**config.mk**
```make
export PLATFORM = sky130hd
export DESIGN_NAME = dqf_front_flat
export DESIGN_NICKNAME = d
export VERILOG_FILES = /design/src/rtl/dqf_pkg.sv /design/src/rtl/dqf_ifs.sv /design/src/rtl/dqf_front.sv /design/src/flat_wrapper.sv
export SDC_FILE = /design/constraint.sdc
export NUM_CORES = 1
export LEC_CHECK = 0
export ABC_CLOCK_PERIOD_IN_PS = 1900
export BUFFER_PORTS_ARGS = -buffer_cell sky130_fd_sc_hd__buf_2
export CAP_MARGIN = 20
export CORE_AREA = 2 2 100 102
export CTS_CLUSTER_SIZE = 40
export DETAILED_ROUTE_END_ITERATION = 12
export DIE_AREA = 0 0 102 104
export PLACE_DENSITY = 0.71
export SYNTH_ARGS = -nofsm -noshare
export SYNTH_HDL_FRONTEND = slang
export SYNTH_SLANG_ARGS = --single-unit
export TNS_END_PERCENT = 5
```
**constraint.sdc**
```tcl
create_clock -name clk -period 1.9 [get_ports clk]
set_input_delay 0.095 -clock clk [delete_from_list [all_inputs] [get_ports clk]]
set_output_delay 0.095 -clock clk [all_outputs]
set_load 0.01 [all_outputs]
```
**src/rtl/dqf_pkg.sv**
```systemverilog
`timescale 1ns / 1ps
package dqf_pkg;

  localparam int RULES_DEF    = 16;
  localparam int NAME_LEN_DEF = 64;
  localparam int RULE_CHARS   = 64;
  localparam int HDR_BYTES    = 12;

  localparam logic [7:0] LABEL_MAX = 8'd63;
  localparam logic [7:0] CH_STAR   = 8'h2A;
  localparam logic [7:0] CH_DOT    = 8'h2E;
  localparam logic [15:0] QTYPE_A  = 16'd1;

  typedef enum logic [1:0] {
    FN_CHAR = 2'd0,
    FN_ATTR = 2'd1,
    FN_BYTE = 2'd2,
    FN_NONE = 2'd3
  } func_t;

  typedef enum logic [1:0] {
    V_NONE     = 2'd0,
    V_NOMATCH  = 2'd1,
    V_BLOCK    = 2'd2,
    V_REDIRECT = 2'd3
  } verdict_t;

  typedef enum logic [2:0] {
    PH_HEADER,
    PH_LEN,
    PH_BODY,
    PH_TYPE_HI,
    PH_TYPE_LO,
    PH_DONE,
    PH_BAD
  } phase_t;

  typedef enum logic [2:0] {
    BK_IDLE,
    BK_RULE,
    BK_LOAD,
    BK_W1,
    BK_EXACT,
    BK_CMPI,
    BK_CMPD,
    BK_OUT
  } bk_state_t;

  typedef struct packed {
    logic [5:0]  len;
    logic        blk;
    logic [31:0] addr;
  } rule_attr_t;

  typedef struct packed {
    logic       txt_en;
    logic       attr_en;
    logic [3:0] idx;
    logic [5:0] pos;
    logic [7:0] ch;
    rule_attr_t attr;
  } rule_wr_t;

  typedef struct packed {
    logic       en;
    logic [7:0] addr;
    logic [7:0] ch;
  } name_wr_t;

  typedef struct packed {
    logic        ok;
    logic [15:0] qid;
    logic [7:0]  ncnt;
  } pkt_desc_t;

endpackage

```
**src/rtl/dqf_ifs.sv**
```systemverilog
`timescale 1ns / 1ps
interface dqf_in_if;
  logic        valid;
  logic        ready;
  logic [1:0]  func;
  logic [3:0]  rule_index;
  logic [5:0]  char_pos;
  logic [7:0]  byte_value;
  logic [5:0]  rule_length;
  logic        blocked;
  logic [31:0] redirect_addr;
  logic        last;
  modport source (output valid, func, rule_index, char_pos, byte_value, rule_length,
                  blocked, redirect_addr, last, input ready);
  modport sink (input valid, func, rule_index, char_pos, byte_value, rule_length,
                blocked, redirect_addr, last, output ready);
endinterface


```
**src/rtl/dqf_front.sv**
```systemverilog
`timescale 1ns / 1ps
module dqf_front import dqf_pkg::*; #(
  parameter int RULES    = RULES_DEF,
  parameter int NAME_LEN = NAME_LEN_DEF
) (
  input  logic      clk,
  input  logic      rst_n,
  dqf_in_if.sink    in_if,
  input  logic      hold,
  output rule_wr_t  rule_wr,
  output name_wr_t  name_wr,
  output logic      push,
  output pkt_desc_t desc
);

  localparam int NCW = $clog2(NAME_LEN);

  phase_t           phase_r, phase_nxt;
  logic [3:0]       pos_r, pos_nxt;
  logic [5:0]       lrem_r, lrem_nxt;
  logic [NCW-1:0]   nc_r, nc_nxt;
  logic [15:0]      id_r, id_nxt;
  logic [15:0]      typ_r, typ_nxt;

  logic       acc;
  logic       app;
  logic [7:0] ach;
  logic [7:0] b;

  assign in_if.ready = !hold;
  assign acc = in_if.valid && in_if.ready;
  assign b   = in_if.byte_value;

  always_comb begin
    phase_nxt = phase_r;
    pos_nxt   = pos_r;
    lrem_nxt  = lrem_r;
    nc_nxt    = nc_r;
    id_nxt    = id_r;
    typ_nxt   = typ_r;
    app       = 1'b0;
    ach       = b;
    rule_wr   = '0;
    rule_wr.idx       = in_if.rule_index;
    rule_wr.pos       = in_if.char_pos;
    rule_wr.ch        = b;
    rule_wr.attr.len  = in_if.rule_length;
    rule_wr.attr.blk  = in_if.blocked;
    rule_wr.attr.addr = in_if.redirect_addr;
    name_wr   = '0;
    push      = 1'b0;
    desc      = '0;
    if (acc) begin
      unique case (func_t'(in_if.func))
        FN_CHAR: rule_wr.txt_en  = (11'(in_if.rule_index) < 11'(RULES));
        FN_ATTR: rule_wr.attr_en = (11'(in_if.rule_index) < 11'(RULES));
        FN_NONE: ;
        FN_BYTE: begin
          unique case (phase_r)
            PH_HEADER: begin
              if (pos_r == 4'd0) id_nxt = {b, 8'h00};
              else if (pos_r == 4'd1) id_nxt = {id_r[15:8], b};
              if (pos_r == 4'(HDR_BYTES - 1)) phase_nxt = PH_LEN;
              if (pos_r != 4'hF) pos_nxt = pos_r + 4'd1;
            end
            PH_LEN: begin
              if (b == 8'd0) begin
                phase_nxt = PH_TYPE_HI;
              end else if (b > LABEL_MAX) begin
                phase_nxt = PH_BAD;
              end else begin
                app       = (nc_r != '0);
                ach       = CH_DOT;
                lrem_nxt  = b[5:0];
                phase_nxt = PH_BODY;
              end
            end
            PH_BODY: begin
              app      = 1'b1;
              lrem_nxt = lrem_r - 6'd1;
              if (lrem_nxt == 6'd0) phase_nxt = PH_LEN;
            end
            PH_TYPE_HI: begin
              typ_nxt   = {b, 8'h00};
              phase_nxt = PH_TYPE_LO;
            end
            PH_TYPE_LO: begin
              typ_nxt   = {typ_r[15:8], b};
              phase_nxt = PH_DONE;
            end
            default: ;
          endcase
          if (app && (9'(nc_r) < 9'(NAME_LEN - 1))) begin
            name_wr.en   = 1'b1;
            name_wr.addr = 8'(nc_r);
            name_wr.ch   = ach;
            nc_nxt       = nc_r + 1'b1;
          end
          if (in_if.last) begin
            push      = 1'b1;
            desc.ok   = (phase_nxt == PH_DONE) && (typ_nxt == QTYPE_A);
            desc.qid  = id_nxt;
            desc.ncnt = 8'(nc_nxt);
            phase_nxt = PH_HEADER;
            pos_nxt   = '0;
            lrem_nxt  = '0;
            nc_nxt    = '0;
            id_nxt    = '0;
            typ_nxt   = '0;
          end
        end
      endcase
    end
  end

  always_ff @(posedge clk) begin
    if (!rst_n) begin
      phase_r <= PH_HEADER;
      pos_r   <= '0;
      lrem_r  <= '0;
      nc_r    <= '0;
      id_r    <= '0;
      typ_r   <= '0;
    end else begin
      phase_r <= phase_nxt;
      pos_r   <= pos_nxt;
      lrem_r  <= lrem_nxt;
      nc_r    <= nc_nxt;
      id_r    <= id_nxt;
      typ_r   <= typ_nxt;
    end
  end

endmodule

```
**src/flat_wrapper.sv**
```systemverilog
// flat-port wrapper written by rule: the top's interface ports become plain ports
module dqf_front_flat import dqf_pkg::*;
#(
  parameter int RULES    = RULES_DEF,
  parameter int NAME_LEN = NAME_LEN_DEF
)
  (clk, rst_n, hold, rule_wr, name_wr, push, desc, in_if_valid, in_if_func, in_if_rule_index, in_if_char_pos, in_if_byte_value, in_if_rule_length, in_if_blocked, in_if_redirect_addr, in_if_last, in_if_ready);
  dqf_in_if in_if_i ();
  input  logic clk;
  input  logic rst_n;
  input  logic hold;
  output rule_wr_t rule_wr;
  output name_wr_t name_wr;
  output logic push;
  output pkt_desc_t desc;
  input wire logic [$bits(in_if_i.valid)-1:0] in_if_valid;
  input wire logic [$bits(in_if_i.func)-1:0] in_if_func;
  input wire logic [$bits(in_if_i.rule_index)-1:0] in_if_rule_index;
  input wire logic [$bits(in_if_i.char_pos)-1:0] in_if_char_pos;
  input wire logic [$bits(in_if_i.byte_value)-1:0] in_if_byte_value;
  input wire logic [$bits(in_if_i.rule_length)-1:0] in_if_rule_length;
  input wire logic [$bits(in_if_i.blocked)-1:0] in_if_blocked;
  input wire logic [$bits(in_if_i.redirect_addr)-1:0] in_if_redirect_addr;
  input wire logic [$bits(in_if_i.last)-1:0] in_if_last;
  output wire logic [$bits(in_if_i.ready)-1:0] in_if_ready;
  assign in_if_i.valid = in_if_valid;
  assign in_if_i.func = in_if_func;
  assign in_if_i.rule_index = in_if_rule_index;
  assign in_if_i.char_pos = in_if_char_pos;
  assign in_if_i.byte_value = in_if_byte_value;
  assign in_if_i.rule_length = in_if_rule_length;
  assign in_if_i.blocked = in_if_blocked;
  assign in_if_i.redirect_addr = in_if_redirect_addr;
  assign in_if_i.last = in_if_last;
  assign in_if_ready = in_if_i.ready;
  dqf_front #(.RULES(RULES), .NAME_LEN(NAME_LEN)) u_core (.clk(clk), .rst_n(rst_n), .in_if(in_if_i), .hold(hold), .rule_wr(rule_wr), .name_wr(name_wr), .push(push), .desc(desc));
endmodule
```
-- Yosys cells after proc, flatten, opt, wreduce, memory -nomap -nowiden
Index checks and enable logic that the tools add are counted.
- flip-flop bits (word level): 51
- input port bits: 64
- add/sub/neg operators: 3
- order comparisons: 2
- eq/ne operators: 13
- muxes and demuxes: 45
- reductions and logical operators: 16
- operator list (kind ; count):
    16-bit 2-to-1 mux ; 6
    25-bit 2-to-1 mux ; 3
    17-bit 2-to-1 mux ; 3
    8-bit 2-to-1 mux ; 4
    16-bit one-hot mux with 2 select lines ; 1
    6-bit 2-to-1 mux ; 5
    3-bit 2-to-1 mux ; 7
    16-bit by 1-bit equality test with 1-bit output (second input constant) ; 1
    3-bit one-hot mux with 5 select lines ; 1
    4-bit 2-to-1 mux ; 3
    6-bit one-hot mux with 2 select lines ; 1
    1-bit 2-to-1 mux ; 9
    8-bit by 6-bit > comparator with 1-bit output (second input constant) ; 1
    8-bit zero test ; 1
    6-bit by 1-bit adder with 6-bit output (second input constant) ; 1
    3-bit by 2-bit equality test with 1-bit output (second input constant) ; 2
    3-bit equality test (second input constant) ; 2
    6-bit zero test ; 1
    6-bit less-than comparator (second input constant) ; 1
    3-bit inequality test (second input constant) ; 2
    6-bit nonzero test ; 1
    6-bit by 1-bit subtractor with 6-bit output (second input constant) ; 1
    5-bit AND reduction ; 1
    4-bit by 1-bit adder with 4-bit output (second input constant) ; 1
    17 further kinds ; 20

-- Depth between registers and ports, before layout
- word-level depth: 11
- depth in mapped cells: 9
- depth with buffers taken out: 8

-- Least setup slack after synthesis
OpenSTA, ideal clock, no wires.
- kind: flip-flop to output port
- from: reg u_core.nc_r[0]
- to: out desc[0] (netlist bit)
- data arrival time: 1.865 ns
- required time: 1.805 ns
- setup slack: -0.060 ns
- cell stages (with the launch flop): 9
- cell sequence: dfxtp_1 inv_1 ha_1 or4b_4 o32ai_2 a21oi_1 buf_2 ha_1 and3_1
- RTL lines (element ; RTL line ; source):
    from (decl) ; dqf_front.sv:21 ; logic [NCW-1:0] nc_r, nc_nxt;
    from (signal assigned) ; dqf_front.sv:128 ; nc_r <= nc_nxt;
    to (decl) ; flat_wrapper.sv:15 ; output pkt_desc_t desc;

==> summary.md <==
| Metric | Value |
|---|---|
| Final Cycle Share | `1.22` |
| Fin worst setup slack | `-421 ps` |
| Pwr Total | `1.94 mW` |
| CTS buffer count | `5` |
| Worst vdd ir | `0.336 mV` |
| Initial DRT Pass Iterations | `5` |
| Top post-synthesis cells by area | `dfxtp_1 (28%), buf_4 (13%), nor2b_1 (5.6%)` |
| Critical Path Start Type | `flip-flop` |
| Critical path capture point | `desc[0]` |
| Worst-path clk slew | `100 ps` |
| Most frequent cell after synthesis | `buf_4` |
| Setup violations, final | `26` |
| Antenna violations before repair | `0` |
| Die Ht | `about 100 um` |
| P&R area growth vs syn | `10.6%` |
| Max-slew violations | `0` |
| Largest net degree at the start of global routing | `40` |
| Clock sink count | `51` |
| Switching Fraction | `0.256` |
| Sequential power share | `0.553` |
| Seq/Total Area, Yosys | `0.275` |
| Pre-CTS WS | `-73.1 ps` |
| R2R Path End | `u_core.nc_r[0]` |
| Switch Pwr | `between 0.4 and 0.5 mW` |
| DPL Wire Length | `~7.3 mm` |
| Failing checks | `setup timing` |
| Top post-synthesis cells by count | `buf_4 (62), dfxtp_1 (51), nand2_1 (41)` |
| Critical path launch point | `u_core.nc_r[0]` |
| DRC Markers | `0` |
| # IOs | `between 150 and 200` |
| P_leak | `1.72 nW` |
| Pint | `1.44 mW` |
| RSZ-0062 raised after global routing | `true` |
| Clock power frac | `0.344` |
| Share of the synthesized area in the top cell type | `0.275` |
| Total wire length | `9.79 mm` |
| Vias in the first global route | `3093` |
| Clk Tree Root Cell | `clkbuf_8` |
| Clk_lat worst skew | `310 ps` |
| Number of synthesized flops with an enable pin | `0` |
| Core Region | `9550 sq um` |
| R2r setup slk | `-110 ps` |
| Die X-Extent | `102 um` |
| Routed Antenna Nets | `0` |
| Final hold vios | `0` |
| Routed len/inst | `15.8 um` |
| Ys flop type | `dfxtp_1` |
| Least-Margin Pin Slew | `about 600 ps` |
| FF-to-FF path depth | `9` |
| Maximum clock path buffer count | `2` |
| Post-layout min period | `2320 ps` |
| Final RePlAce weighted congestion | `just under 0.9` |
| Cell accounting for the most synthesized area | `dfxtp_1` |
| N_diodes | `0` |
| Fmax | `431 MHz` |
| Gr usage total | `0.176` |
| Final Skew | `about 10 ps` |
| Rows | `36` |
| Critical Path RT | `between 1500 and 2000 ps` |
| Worst-path fanout max | `4` |
| Outcome | `finished, violations left` |
| Combinational share of power | `0.103` |
| Async S/R FF share, synth | `0` |
| Die area | `10600 sq um` |
| Starting Density | `0.388` |
| H-tree Lvls | `2` |
| Crit path kind | `flip-flop to output port` |
| First-pass GRT wire length | `15.1 mm` |
| Hold Startpoint | `in_if_byte_value[5]` |
| CP endpoint kind | `output port` |
| Initial DRC Count | `236` |
| Rel. slew slack | `0.598` |
| Port Buffer Count | `64` |
| Layout cells sized above 1 | `0.304` |
| Worst EP arrival | `2230 ps` |
| TritonCTS clock tree | `yes` |
| Worst Hold Class | `input pin to flip-flop` |
| Synthesis Warnings | `0` |
| Max Cap Viol | `0` |
| Pwr per Cell Area | `473 nW/um^2` |
| Post-Syn Area per Cell | `7.97 sq um` |
| Synth Register Bits | `just over 50` |
| Worst hold slack | `179 ps` |
| Final net count | `roughly 560` |
| Routed vias | `3314` |
| Reg-to-Reg Start | `u_core.nc_r[0]` |
| Vias per cell | `5.35` |
| Fin util | `0.430` |
| Distinct cells, synth | `67` |
| Overflow after GRT | `0` |
| Mapped Cells | `465` |
| Synthesized area | `3710 sq um` |
[power groups by stage]
stage	Clock, mW	Sequential (mW)	Combinational (mW)
6_report	0.668	1.07	0.200
5_1_grt	0.725	1.07	0.216
4_1_cts	0.681	1.07	0.197
3_5_place_dp	0	1.10	0.196
3_3_place_gp	0	1.10	0.194
2_1_floorplan	0	1.10	0.227
[placed cells by master, fill, tap and decap left out, types with 8 or more instances in the layout]
| cell type | Yosys | final |
|---|---|---|
| inv_1 | 11 | 9 |
| buf_2 | 9 | 63 |
| nor2b_1 | 33 | 32 |
| o21ai_0 | 9 | 8 |
| nor2_1 | 23 | 23 |
| nand3_1 | 15 | 13 |
| o21ai_1 | 9 | 9 |
| nand2_1 | 41 | 40 |
| dfxtp_1 | 51 | 47 |
| and3_1 | 13 | 11 |
| buf_4 | 62 | 40 |
| mux2i_1 | 9 | 9 |
| a21oi_1 | 19 | 18 |
| a22oi_1 | 24 | 24 |
| a22o_1 | 9 | 9 |
[critical path: stages (launching register included)]
cell	delay [ps]
dfxtp_2	330
inv_2	40
ha_2	150
or4b_4	480
o32ai_4	220
a21oi_2	90
ha_1	320
and3_4	180
buf_6	110
[layout make-up]
type                       instances  area [sq um]
clock inverter                     2          13.8
tap                              133           166
clock buffer                       6          82.6
sequential                        51          1030
fill                             961          5450
multi-input combinational        311          2110
inverter                          11          41.3
timing repair buffer             106           658
[through the flow]
step	instances	area (sq um)	setup TNS [ps]
floorplan	468	3730	-103
CTS	619	4030	-5620
global placement	611	3930	-11.7
finish	620	4100	-5510
detailed placement	611	3930	-73.4
global route	620	4100	-8380
[metal layers]
layer  vias up  routed length, um  global-route usage
li1       1627                  -                   -
met1      1569               4290               0.223
met2        94               4770               0.284
met3        24                495              0.0363
met4         0                233              0.0771
met5         -                  0                   0
[how the worst min path moves through the flow]
| stage | to | depth (start not counted) |
|---|---|---|
| floorplan | u_core.id_r[2] | 1 |
| global placement | rule_wr[19] | 0 |
| detailed placement | rule_wr[19] | 0 |
| CTS | u_core.id_r[5] | 3 |
| global route | u_core.id_r[2] | 3 |
| finish | u_core.id_r[5] | 3 |
[logic make-up (layout without fill, tap and decap cells)]
| family | count (synthesis) | count (layout) | synth area share |
|---|---|---|---|
| adder cells (fa/ha/maj) | 8 | 8 | 0.0270 |
| AND/OR/NAND/NOR | 171 | 171 | 0.259 |
| XOR/XNOR | 5 | 5 | 0.0118 |
| buffers and inverters | 106 | 125 | 0.177 |
| flip-flops | 51 | 51 | 0.275 |
| AO/OA/AOI/OAI | 114 | 114 | 0.225 |
| multiplexers | 9 | 9 | 0.0243 |
| other | 1 | 4 | 0.00101 |
[flip-flops by register name, indices dropped and copies added, names as in the netlist]
name,flops
u_core.lrem_r,6
u_core.pos_r,4
u_core.typ_r,16
u_core.phase_r,3
u_core.id_r,16
u_core.nc_r,6
[timing repair]
action | CTS | global route
endpoints found under the setup margin | 39 | 55
hold buffers | 0 | 0
hold endpoints to repair | 0 | 0
buffers inserted | 0 | 1
gates resized for setup | 4 | 20
pin swaps | 0 | 8
Note: power is estimated with default switching activity, not from simulation.
