===== config.mk =====
export PLATFORM = sky130hd
export DESIGN_NAME = dqf_fifo
export DESIGN_NICKNAME = d
export VERILOG_FILES = /design/src/rtl/dqf_fifo.sv
export SDC_FILE = /design/constraint.sdc
export NUM_CORES = 1
export LEC_CHECK = 0
export ABC_AREA = 1
export BUFFER_PORTS_ARGS = -buffer_cell sky130_fd_sc_hd__buf_2
export CAP_MARGIN = 25
export CORE_MARGIN = 2
export CORE_UTILIZATION = 45
export DETAILED_ROUTE_END_ITERATION = 8
export PLACE_DENSITY = 0.79
export SYNTH_ARGS = -nofsm -noshare
export SYNTH_HDL_FRONTEND = slang
export SYNTH_SLANG_ARGS = --single-unit

===== constraint.sdc =====
create_clock -name clk -period 2.5 [get_ports clk]
set_clock_uncertainty 0.2 [all_clocks]
set_input_delay 0.125 -clock clk [delete_from_list [all_inputs] [get_ports clk]]
set_output_delay 0.125 -clock clk [all_outputs]
set_load 0.02 [all_outputs]

===== src/rtl/dqf_fifo.sv =====
`timescale 1ns / 1ps
module dqf_fifo #(
  parameter int WIDTH = 8
) (
  input  logic             clk,
  input  logic             rst_n,
  input  logic             push,
  input  logic [WIDTH-1:0] wdata,
  input  logic             pop,
  output logic [WIDTH-1:0] rdata,
  output logic             empty,
  output logic             full
);

  // two entries, slot 0 is the head
  logic [WIDTH-1:0] ent_r [2];
  logic [1:0]       cnt_r, cnt_nxt;

  assign rdata = ent_r[0];
  assign empty = (cnt_r == 2'd0);
  assign full  = (cnt_r == 2'd2);

  always_comb begin
    cnt_nxt = cnt_r;
    if (push && !full && !(pop && !empty)) cnt_nxt = cnt_r + 2'd1;
    else if (pop && !empty && !(push && !full)) cnt_nxt = cnt_r - 2'd1;
  end

  always_ff @(posedge clk) begin
    if (!rst_n) cnt_r <= '0;
    else cnt_r <= cnt_nxt;
  end

  always_ff @(posedge clk) begin
    if (pop && !empty) begin
      if (push && cnt_r == 2'd1) ent_r[0] <= wdata;
      else ent_r[0] <= ent_r[1];
    end else if (push && !full) begin
      if (cnt_r == 2'd0) ent_r[0] <= wdata;
      else ent_r[1] <= wdata;
    end
  end

endmodule


# Word level (Yosys, flattened, before mapping)
# Memory sizes are Yosys's and may differ from the RTL's.
# Cells that the tools add are included.
# classes
addsub	2
eq_ne	2
mux	21
bitwise	2
n_reduce_logical	12
# op_table
operator	n
$mux 8	3
$mux 1	16
$reduce_or 8->1	1
$logic_and 1x1->1	5
$logic_not 1->1	4
$mux 2	2
$add 2x1->2 const B	1
$eq 2x1->1 const B	1
$eq 2x2->1 const B	1
$logic_not 2->1	1
$or 1x1->1	2
$reduce_bool 2->1	1
$sub 2x1->2 const B	1
# word_totals
regBits	2
ram_bits	16
inputBits	12
output_inout_bits	10
word_cells	41
mem_count	1
# mem_list
name	depth	word_bits	rd	rd_clocked_by_memory_dff	wr	line_no	source
ent_r	2	8	2	0	1	16	logic [WIDTH-1:0] ent_r [2];

# Depth between registers and ports, before layout
# Gate-level depths: netlist of run 1.
# depth
word_depth	8
mapped_depth	11
mapped_depth_nobuf	11

# Worst setup path before layout of run 1
# OpenSTA, ideal clock, no wires.
# synth_path
path_type	reg2reg
from	register cnt_r[0]
to	memory ent_r[0][0] (enable)
setup_ns	0.374
arrival_time_ns	1.357
required_time_ns	1.926
path_slack_ns	0.569
path_stages_with_launch	6
path_buffers	1
synth_period_minus_slack_ns	1.931
cell_sequence	dfxtp_1 -> inv_1 -> ha_1 -> inv_2 -> buf_6 -> o21ai_1
# synth_between
elab_chain_len	8
word_cells_on_any_way	27
classes_between	eq/ne: 2; mux: 16; bitwise: 2; reduce/logical: 7
# synth_rtl
item	line_no	source
from (decl)	17	logic [1:0] cnt_r, cnt_nxt;
from (signal assigned)	31	else cnt_r <= cnt_nxt;
$logic_not 2->1 *	20	assign empty = (cnt_r == 2'd0);
named net empty	11	output logic empty,
parallel branches: the longest is 7 deep, another holds $reduce_or 8->1	--	
to (decl)	16	
# Mark *: on every way through the listed nets, which the timed path passes.

# Worst setup path after layout of run 1
# layout_path
from	register cnt_r[0]
to	memory ent_r[0][0] (enable)
# layout_between
elab_chain_len	8
word_cells_on_any_way	27
classes_between	eq/ne: 2; mux: 16; bitwise: 2; reduce/logical: 7
# layout_rtl
item	line_no	source
$eq 2x2->1, or another cell as far along	21	assign full = (cnt_r == 2'd2);
$logic_not 1->1, or another cell as far along	38	end else if (push && !full) begin
$logic_and 1x1->1, or another cell as far along	38	
$mux 1, on equally long branches	38, 35	
$mux 1, on equally long branches	35, 36, 37	
$mux 1 (implied by the code), or another cell as far along	40	else ent_r[1] <= wdata;
$reduce_or 8->1 (no line) / $or 1x1->1 (equally long branches)	--	
$mux 1 (no line)	--	
# Parallel ways exist; a longest one is shown, timed or not.

==> metrics.cfg, run 1 <==
[critical_path]
start_kind=register
worstPathArrival_ns=1.61
path_cells=inv_1 > ha_1 > inv_2 > o21ai_1
critPathKind=register to register
end_kind=register
cp_slowest_cell=o21ai_1
slowest_delay_ns=0.54
worst-path-max-fanout=11
r2r_slack_ns=0.62
critPathRequiredTime_ns=2.23

[clock_network]
cts_buffers=3
cts.hold.buffers_added=9
cts_buffer_depth=2
ctsRootBufferMaster=clkbuf_4
path_clk_slew_ns=0.10
cts_resized=0
insertion_delay_ns=0.28
cts.sinks=18
cts_tree=yes
htreeDepth=1
post_cts_buffers=0

[die]
die_h_microns=48.2
core_area_sq_um=1780
initial_core_util_pct=49.2
rows=15
die_area_sq_um=2320
die_w_microns=48.2
io_pins=22

[route]
drt-initial-drc-count=13
vias=586
viasPerCell=4.54
drt-pass1-iter-count=4
finalWirelength_mm=1.34
drc=0
antenna_left=0
wire_per_inst_microns=10.4

[logic_synthesis]
synth_area_per_cell_sq_um=11.0
synth-seq-cells=18
syn-cell-area_sq_um=877
synth.distinct_cells=16
syn_inst=80
synth_nets=96
yosysWarnings=0
seq_area_frac_synth_pct=59.3

[power_and_ir_drop]
power.density_nw_per_um2=1040
ir_drop_mv=0.621
p_leak_uw=0.000481

[global_route]
grt_pass1_vias=498
antenna_found_initial=0
grt_use_total_pct=13.3
gr-total-overflow=0
grt_pass1_wl_mm=2.08
grt_max_degree=12

[placement]
gp_congestion=0.723
dp_hpwl_mm=1.01
portBuffers=21
place_inst=116

[sta]
worst_pin_slew_ns=0.635
relSlewSlack_pct=57.4
period_needed_ns=1.88
whs_ns=0.107
finalMaxSlewViolations=0
final_hold_viol_count=0
setup_tns_ns=0
finalSetupViolations=0
fin_crit_sh_pct=75.2
fmax_mhz=532
grt_setup_unrepaired=no

[job]
drv_cap=0

[layout]
antenna_cells=0
syn2layout_area_growth_pct=19.8
layout-drive-gt1-share_pct=27.9
fillers=149
stdcell_count=129
nNetsFinal=121

[hold_path]
worstHoldPathType=primary input to register

[run_status]
outcome=finished, final reports clean

## layer usage
metal / global-route usage [%] / vias up / routed length [microns]
met2: 22.4 / 18 / 628
met1: 15.2 / 258 / 626
met5: 0 / - / 0
li1: - / 308 / -
met4: 6.49 / 0 / 10
met3: 4.07 / 2 / 74
## synth_stat cells, drive strengths merged
cell	n	share of area [%]
ha	4	5.7
edfxtp	16	55
inv	10	4.3
nand4	8	5.7
a21oi	2	1.1
o21ai	1	0.57
nor3	1	1.1
nand2	24	11
dfxtp	2	4.6
buf	10	9.0
nand3	2	1.7
## cells in the final DEF (no fill, tap or decap), drive strengths merged
| master | instances |
|---|---|
| nand2 | 24 |
| buf | 21 |
| edfxtp | 16 |
| inv | 10 |
| dlygate4sd3 | 9 |
| nand4 | 8 |
| ha | 4 |
| clkbuf | 3 |
| a21oi | 2 |
| dfxtp | 2 |
| nand3 | 2 |
| o21ai | 1 |
| nor3 | 1 |
| clkinv | 1 |
## cell families after synthesis
group,count (synthesis),synth area share (%)
compound gates,3,1.71
fa+ha+maj,4,5.71
buf+inv,20,13.3
flops,18,59.3
simple gates,35,20.0
## final timing paths
path / startpoint / endpoint / cells after the start
worst max-delay path: cnt_r[0]$_SDFFE_PN0P_ / ent_r[0][0]$_DFFE_PP_ / 4
worst min-delay path: push / ent_r[0][6]$_DFFE_PP_ / 4
worst max register to register: cnt_r[0]$_SDFFE_PN0P_ / ent_r[0][0]$_DFFE_PP_ / 4
worst min register to register: cnt_r[0]$_SDFFE_PN0P_ / cnt_r[0]$_SDFFE_PN0P_ / 2
## critical path: cells and delay by family, from the launching register on
kind	cells	cell delay [ns]
compound gates	1	0.54
flops	1	0.33
fa+ha+maj	1	0.23
buf+inv	2	0.22
## flip-flops by register name, summed over array words and instances, names as in the netlist
signal and cells:
ent_r 16, cnt_r 2
## power breakdown
part | total (uW) | internal [uW] | switching (uW)
Combinational | 471 | 150 | 321
Clock | 144 | 57.9 | 85.7
Sequential | 474 | 452 | 22.0
Total | 1090 | 660 | 428
## metrics by stage
step / setup WS [ns] / util [%] / power, uW / area, sq um
floorplan: 0.569 / - / 925 / 877
global placement: 0.699 / 52.4 / 933 / 935
detailed placement: 0.618 / 52.4 / 946 / 935
CTS: 0.598 / 58.9 / 1100 / 1050
global route: 0.453 / 58.9 / 1170 / 1050
finish: 0.619 / 58.9 / 1090 / 1050
## cell type report
type	count	area [sq um]	area share [%]
tap	25	31.3	2.98
inverter	10	37.5	3.57
timing repair buffer	30	195	18.6
clock buffer	3	22.5	2.14
sequential	18	520	49.5
multi-input combinational	42	240	22.9
clock inverter	1	3.75	0.357
Power figures use the tool's default switching activity.
==> inputs of run 2 (changes only) <==
--- a/config.mk
+++ b/config.mk
@@ -5,13 +5,13 @@
 export SDC_FILE = /design/constraint.sdc
 export NUM_CORES = 1
 export LEC_CHECK = 0
-export ABC_AREA = 1
+export ABC_AREA = 0
 export BUFFER_PORTS_ARGS = -buffer_cell sky130_fd_sc_hd__buf_2
 export CAP_MARGIN = 25
 export CORE_MARGIN = 2
 export CORE_UTILIZATION = 45
 export DETAILED_ROUTE_END_ITERATION = 8
-export PLACE_DENSITY = 0.79
+export PLACE_DENSITY = 0.82
 export SYNTH_ARGS = -nofsm -noshare
 export SYNTH_HDL_FRONTEND = slang
 export SYNTH_SLANG_ARGS = --single-unit
==> constraint.sdc (replaced) <==
create_clock -name clk -period 1.6 [get_ports clk]
set_clock_uncertainty 0.2 [all_clocks]
set_input_delay 0.08 -clock clk [delete_from_list [all_inputs] [get_ports clk]]
set_output_delay 0.08 -clock clk [all_outputs]
set_load 0.02 [all_outputs]
==> metrics.cfg, run 2 <==
[run_status]
outcome=complete, but fails checks  ; was finished, final reports clean
violations=setup timing

[route]
antenna_left=0  ; unchanged
drt-initial-drc-count=10  ; was 13
finalWirelength_mm=1.26  ; was 1.34 mm
vias=475  ; was 586
viasPerCell=4.40  ; was 4.54
drc=0  ; unchanged
drt-pass1-iter-count=3  ; was 4
wire_per_inst_microns=11.6  ; was 10.4 microns

[critical_path]
worst-path-max-fanout=8  ; was 11
critPathBufInv=1  ; was 2
worstPathArrival_ns=1.54  ; was 1.61 ns
path_cells=inv_2 > ha_4 > nand2b_4 > a21o_4 > mux2_4  ; was inv_1 > ha_1 > inv_2 > o21ai_1
end_kind=register  ; unchanged
slowest_delay_ns=0.35  ; was 0.54 ns
critPathRequiredTime_ns=1.44  ; was 2.23 ns
critPathTopFamily=flip-flops  ; was compound AO/OA/AOI/OAI gates
r2r_end=ent_r[0][3]$_DFFE_PP_  ; was ent_r[0][0]$_DFFE_PP_
cp_slowest_cell=dfxtp_2  ; was o21ai_1
start_kind=register  ; unchanged
r2r_slack_ns=-0.1  ; was 0.62 ns
reg2reg_from=cnt_r[0]$_SDFFE_PN0P_  ; unchanged
reg2reg_depth=5  ; was 4
critPathKind=register to register  ; unchanged

[clock_network]
cts.sinks=18  ; unchanged
ctsRootBufferMaster=clkbuf_4  ; unchanged
cts_buffer_depth=2  ; unchanged
htreeDepth=1  ; unchanged
path_clk_slew_ns=0.09  ; was 0.10 ns
cts_tree=yes  ; unchanged
cts_buffers=3  ; unchanged
insertion_delay_ns=0.28  ; about the same

[logic_synthesis]
yosysWarnings=0  ; unchanged
synth_top_area_share_pct=56.5  ; was 54.8%
syn_inst=53  ; was 80
synth_async_sr_flop_share_pct=0  ; unchanged
synth.distinct_cells=16  ; unchanged
synth-edff-count=16  ; unchanged
netlist_top_cells_count=16 x edfxtp_1, 8 x buf_4, 8 x mux2_4  ; was 22 x nand2_1, 16 x edfxtp_1, 9 x buf_4, 9 x inv_1, 8 x nand4_1
synth_most_common_cell=edfxtp_1  ; was nand2_1
synth_nets=69  ; was 96
synth_flop_cell=edfxtp_1  ; unchanged
synthTopCellsByArea=edfxtp_1 56%, mux2_4 14%, buf_4 7.1%  ; was edfxtp_1 55%, nand2_1 9.4%, buf_4 7.7%
synth-seq-cells=18  ; unchanged
synth_top_area_cell=edfxtp_1  ; unchanged
seq_area_frac_synth_pct=61.2  ; was 59.3%
syn-cell-area_sq_um=851  ; was 877 sq um
synth_area_per_cell_sq_um=16.1  ; was 11.0 sq um

[layout]
layout-drive-gt1-share_pct=56.6  ; was 27.9%
finalInstanceArea_sq_um=1140  ; was 1050 sq um
nNetsFinal=100  ; was 121
antenna_cells=0  ; unchanged
final_cell_mix=21 x buf_2, 16 x edfxtp_1, 9 x dlygate4sd3_1  ; was 22 x nand2_1, 21 x buf_2, 16 x edfxtp_1
final_core_util_pct=65.2  ; was 58.9%
largest_register_ffs=16  ; unchanged
final_common_cell=buf_2  ; was nand2_1
top_register=ent_r  ; unchanged
top_regs=ent_r: 16 flops, cnt_r: 2 flops  ; unchanged
syn2layout_area_growth_pct=33.8  ; was 19.8%

[placement]
dp_hpwl_microns=941  ; was 1.01 mm
gp_congestion=0.718  ; was 0.723
place_area_sq_um=1010  ; was 935 sq um
portBuffers=21  ; unchanged

[sta]
fmax_mhz=589  ; was 532 MHz
whs_ns=0.0872  ; was 0.107 ns
fin_crit_sh_pct=106  ; was 75.2%
period_needed_ns=1.70  ; was 1.88 ns
final_hold_viol_count=0  ; unchanged
worst_pin_slew_ns=0.185  ; was 0.635 ns
fin_ws_ns=-0.0985  ; was 0.619 ns
setup_tns_ns=-0.870  ; was 0 ns
finalMaxSlewViolations=0  ; unchanged
relSlewSlack_pct=87.7  ; was 57.4%
grt_setup_unrepaired=yes  ; was no
finalSetupViolations=18  ; was 0

[hold_path]
min_from=pop  ; was push
min_to=ent_r[0][12]$_DFFE_PP_  ; was ent_r[0][6]$_DFFE_PP_
whs_path_depth=3  ; was 4
worstHoldPathType=primary input to register  ; unchanged

[global_route]
gr-total-overflow=0  ; unchanged
grt_use_total_pct=13.1  ; was 13.3%
grt_pass1_vias=471  ; was 498
grt_max_degree=11  ; was 12
antenna_found_initial=0  ; unchanged
grt_pass1_wl_mm=1.93  ; was 2.08 mm

[die]
initial_core_util_pct=48.7  ; was 49.2%
die_w_microns=47.5  ; was 48.2 microns
io_pins=22  ; unchanged
core_area_sq_um=1750  ; was 1780 sq um
die_h_microns=47.5  ; was 48.2 microns
die_area_sq_um=2250  ; was 2320 sq um
rows=15  ; unchanged

[power_and_ir_drop]
p_leak_uw=0.000493  ; was 0.000481 uW
p_total_uw=1830  ; was 1090 uW
power.density_nw_per_um2=1610  ; was 1040 nW/um^2
ir_drop_mv=1.01  ; was 0.621 mV

[job]
drv_cap=0  ; unchanged

## run 2: routing by layer
metal	vias to the layer above	GRT usage [%]	routed length, microns
met3	2	3.40	39
met2	11	24.6	695
met1	223	13.7	514
met5	-	0	0
li1	239	-	-
met4	0	5.00	6
## run 2: worst reg2reg max path, cell delays in order (launching register included)
cell and delay, ns:
dfxtp_2 0.35, inv_2 0.05, ha_4 0.15, nand2b_4 0.14, a21o_4 0.25, mux2_4 0.31
## run 2: through the flow
step / std cells / setup slack (ns)
floorplan: 53 / -0.149
global placement: 95 / -0.173
detailed placement: 95 / -0.217
CTS: 108 / -0.0977
global route: 108 / -0.142
finish: 108 / -0.0985
## run 2: logic make-up after synthesis
group	count (synthesis)	share of synthesized area (%)
AO/OA/AOI/OAI	2	1.47
XOR/XNOR	2	2.06
adder cells (fa/ha/maj)	4	5.88
buffers and inverters	11	9.27
flip-flops	18	61.2
multiplexers	8	14.1
AND/OR/NAND/NOR	8	6.03
## run 2: area by class of cell
type / instances / area, sq um
multi-input cells: 24 / 293
inverters: 2 / 7.51
well taps: 25 / 31.3
fillers: 137 / 607
flip-flops and latches: 18 / 523
clock buffers: 3 / 22.5
clock inverters: 1 / 3.75
repair buffers: 35 / 258
## run 2: worst max-delay path by stage
stage	from	end	slack [ns]	cells after the start
2_1_floorplan	cnt_r[0]$_SDFFE_PN0P_	ent_r[0][0]$_DFFE_PP_	-0.15	6
3_3_place_gp	cnt_r[1]$_SDFFE_PN0P_	ent_r[0][6]$_DFFE_PP_	-0.17	5
3_5_place_dp	cnt_r[1]$_SDFFE_PN0P_	ent_r[0][3]$_DFFE_PP_	-0.22	5
4_1_cts	cnt_r[0]$_SDFFE_PN0P_	ent_r[0][3]$_DFFE_PP_	-0.1	5
5_1_grt	cnt_r[0]$_SDFFE_PN0P_	ent_r[0][3]$_DFFE_PP_	-0.14	5
6_report	cnt_r[0]$_SDFFE_PN0P_	ent_r[0][3]$_DFFE_PP_	-0.1	5
## run 2: power breakdown
part / switching (uW) / internal (uW) / leakage, uW
sequential: 33.2 / 677 / 0.000167
clock: 125 / 90.3 / 0.0000154
combinational: 444 / 465 / 0.000311
total: 602 / 1230 / 0.000493
## run 2: what timing repair did
item	4_1_cts	5_1_grt
hold buffers	9	0
pin swaps	0	0
buffers inserted	0	0
resized for setup	4	0
endpoints found under the setup margin	18	18
hold endpoints to repair	18	0
==> inputs of run 3 (changes only) <==
--- a/config.mk
+++ b/config.mk
@@ -12,6 +12,7 @@
 export CORE_UTILIZATION = 45
 export DETAILED_ROUTE_END_ITERATION = 8
 export PLACE_DENSITY = 0.82
+export SETUP_SLACK_MARGIN = 0.05
 export SYNTH_ARGS = -nofsm -noshare
 export SYNTH_HDL_FRONTEND = slang
 export SYNTH_SLANG_ARGS = --single-unit
==> metrics.cfg, run 3 (same netlist as run 2, synthesis figures left out) <==
[layout]
syn2layout_area_growth_pct=33.8  ; unchanged
top_regs=ent_r: 16 flops, cnt_r: 2 flops  ; unchanged
final_common_cell=buf_2  ; unchanged
top_register=ent_r  ; unchanged
layout-drive-gt1-share_pct=56.6  ; unchanged
final_cell_mix=21 x buf_2, 16 x edfxtp_1, 9 x dlygate4sd3_1  ; unchanged
final_core_util_pct=65.2  ; unchanged
nNetsFinal=100  ; unchanged
antenna_cells=0  ; unchanged
fillers=137  ; unchanged
largest_register_ffs=16  ; unchanged

[clock_network]
cts_buffers=3  ; unchanged
cts_tree=yes  ; unchanged
htreeDepth=1  ; unchanged
cts.sinks=18  ; unchanged
insertion_delay_ns=0.28  ; about the same
path_clk_slew_ns=0.09  ; about the same
cts_buffer_depth=2  ; unchanged
post_cts_buffers=0  ; unchanged
ctsRootBufferMaster=clkbuf_4  ; unchanged

[die]
io_pins=22  ; unchanged
rows=15  ; unchanged
initial_core_util_pct=48.7  ; unchanged
core_area_sq_um=1750  ; unchanged
die_area_sq_um=2250  ; unchanged
die_w_microns=47.5  ; unchanged
die_h_microns=47.5  ; unchanged

[route]
drt-pass1-iter-count=3  ; unchanged
antenna_left=0  ; unchanged
drt-met1-wl_microns=514  ; unchanged
vias=475  ; unchanged
drt-initial-drc-count=10  ; unchanged
drc=0  ; unchanged
finalWirelength_mm=1.26  ; unchanged
highest_layer=met4  ; unchanged
wire_per_inst_microns=11.6  ; unchanged
wl_met2_microns=695  ; unchanged
wl_met3_microns=39  ; unchanged
viasPerCell=4.40  ; unchanged

[sta]
finalMaxSlewViolations=0  ; unchanged
setup_tns_ns=-0.870  ; unchanged
relSlewSlack_pct=87.7  ; unchanged
worst_pin_slew_ns=0.185  ; unchanged
fmax_mhz=589  ; unchanged
fin_crit_sh_pct=106  ; unchanged
fin_ws_ns=-0.0985  ; unchanged
final_hold_viol_count=0  ; unchanged
period_needed_ns=1.70  ; unchanged
finalSetupViolations=18  ; unchanged
grt_setup_unrepaired=yes  ; unchanged

[placement]
gp_congestion=0.718  ; unchanged
portBuffers=21  ; unchanged
dp_hpwl_microns=941  ; unchanged

[power_and_ir_drop]
p_seq_share_pct=38.7  ; about the same
p_int_uw=1230  ; unchanged
power.density_nw_per_um2=1610  ; unchanged
p_leak_uw=0.000493  ; unchanged
p_total_uw=1830  ; unchanged
p_comb_share_pct=49.5  ; about the same
switching_share_pct=32.8  ; unchanged
p_sw_uw=602  ; unchanged
clockPowerShare_pct=11.7  ; about the same
ir_drop_mv=1.01  ; unchanged

[run_status]
outcome=complete, but fails checks  ; unchanged
violations=setup timing  ; unchanged

[job]
drv_cap=0  ; unchanged

[global_route]
grt_max_degree=11  ; unchanged
gr-total-overflow=0  ; unchanged
antenna_found_initial=0  ; unchanged
grt_pass1_vias=471  ; unchanged
grt_use_total_pct=13.1  ; unchanged
grt_pass1_wl_mm=1.93  ; unchanged

[critical_path]
start_kind=register  ; unchanged
slowest_delay_ns=0.35  ; about the same
path_cells=inv_2 > ha_4 > nand2b_4 > a21o_4 > mux2_4  ; unchanged
end_kind=register  ; unchanged
worst-path-max-fanout=8  ; unchanged
worstPathArrival_ns=1.54  ; about the same
critPathRequiredTime_ns=1.44  ; about the same
cp_slowest_cell=dfxtp_2  ; unchanged
critPathKind=register to register  ; unchanged

[hold_path]
worstHoldPathType=primary input to register  ; unchanged

-- run 3: cell counts in the layout (fill, tap and decap cells not counted) --
No cell type changed its count.
-- run 3: worst max-delay path: cells and delay by family, from the launching register on --
family          cells  cell delay [ns]
compound gates      1             0.24
buf+inv             1             0.05
flops               1             0.35
simple gates        1             0.14
mux                 1             0.31
fa+ha+maj           1             0.15
-- run 3: metrics by stage --
step | cells | instance area, sq um | hold WS [ns] | setup slack (ns)
6_report | 108 | 1140 | 0.0872 | -0.0985
5_1_grt | 108 | 1140 | 0.0845 | -0.142
4_1_cts | 108 | 1140 | 0.0840 | -0.0977
3_5_place_dp | 95 | 1010 | 0.0780 | -0.217
3_3_place_gp | 95 | 1010 | 0.0749 | -0.173
2_1_floorplan | 53 | 880 | -0.0211 | -0.149
-- run 3: power groups by stage --
stage	sequential [uW]	combinational (uW)	clock, uW
floorplan	724	678	0
global placement	719	850	0
detailed placement	724	875	0
CTS	713	919	224
global route	727	980	243
finish	710	909	216
-- run 3: final timing paths --
| kind | startpoint | endpoint | slack, ns | depth (start not counted) |
|---|---|---|---|---|
| setup / recovery | cnt_r[0]$_SDFFE_PN0P_ | ent_r[0][3]$_DFFE_PP_ | -0.1 | 5 |
| hold / removal | pop | ent_r[0][12]$_DFFE_PP_ | 0.09 | 3 |
| setup reg to reg | cnt_r[0]$_SDFFE_PN0P_ | ent_r[0][3]$_DFFE_PP_ | -0.1 | 5 |
| hold reg to reg | ent_r[0][15]$_DFFE_PP_ | ent_r[0][7]$_DFFE_PP_ | 0.36 | 1 |
-- run 3: area by class of cell --
cell class / instances / area [sq um] / share of cell area, %
Clock buffer: 3 / 22.5 / 1.98
Tap cell: 25 / 31.3 / 2.75
Clock inverter: 1 / 3.75 / 0.330
Multi-Input combinational cell: 24 / 293 / 25.7
Timing Repair Buffer: 35 / 258 / 22.6
Inverter: 2 / 7.51 / 0.659
Sequential cell: 18 / 523 / 45.9
-- run 3: what timing repair did --
item,in CTS,in global routing
resized for setup,4,0
gates cloned,0,0
hold endpoints to repair,18,0
pin swaps,0,0
setup endpoints to repair,26,26
hold buffers,9,0
-- run 3: per-layer routing --
metal  vias up  track usage [%]
met5         -                0
met4         0             5.00
met3         2             3.40
met2        11             24.6
met1       223             13.7
li1        239                -
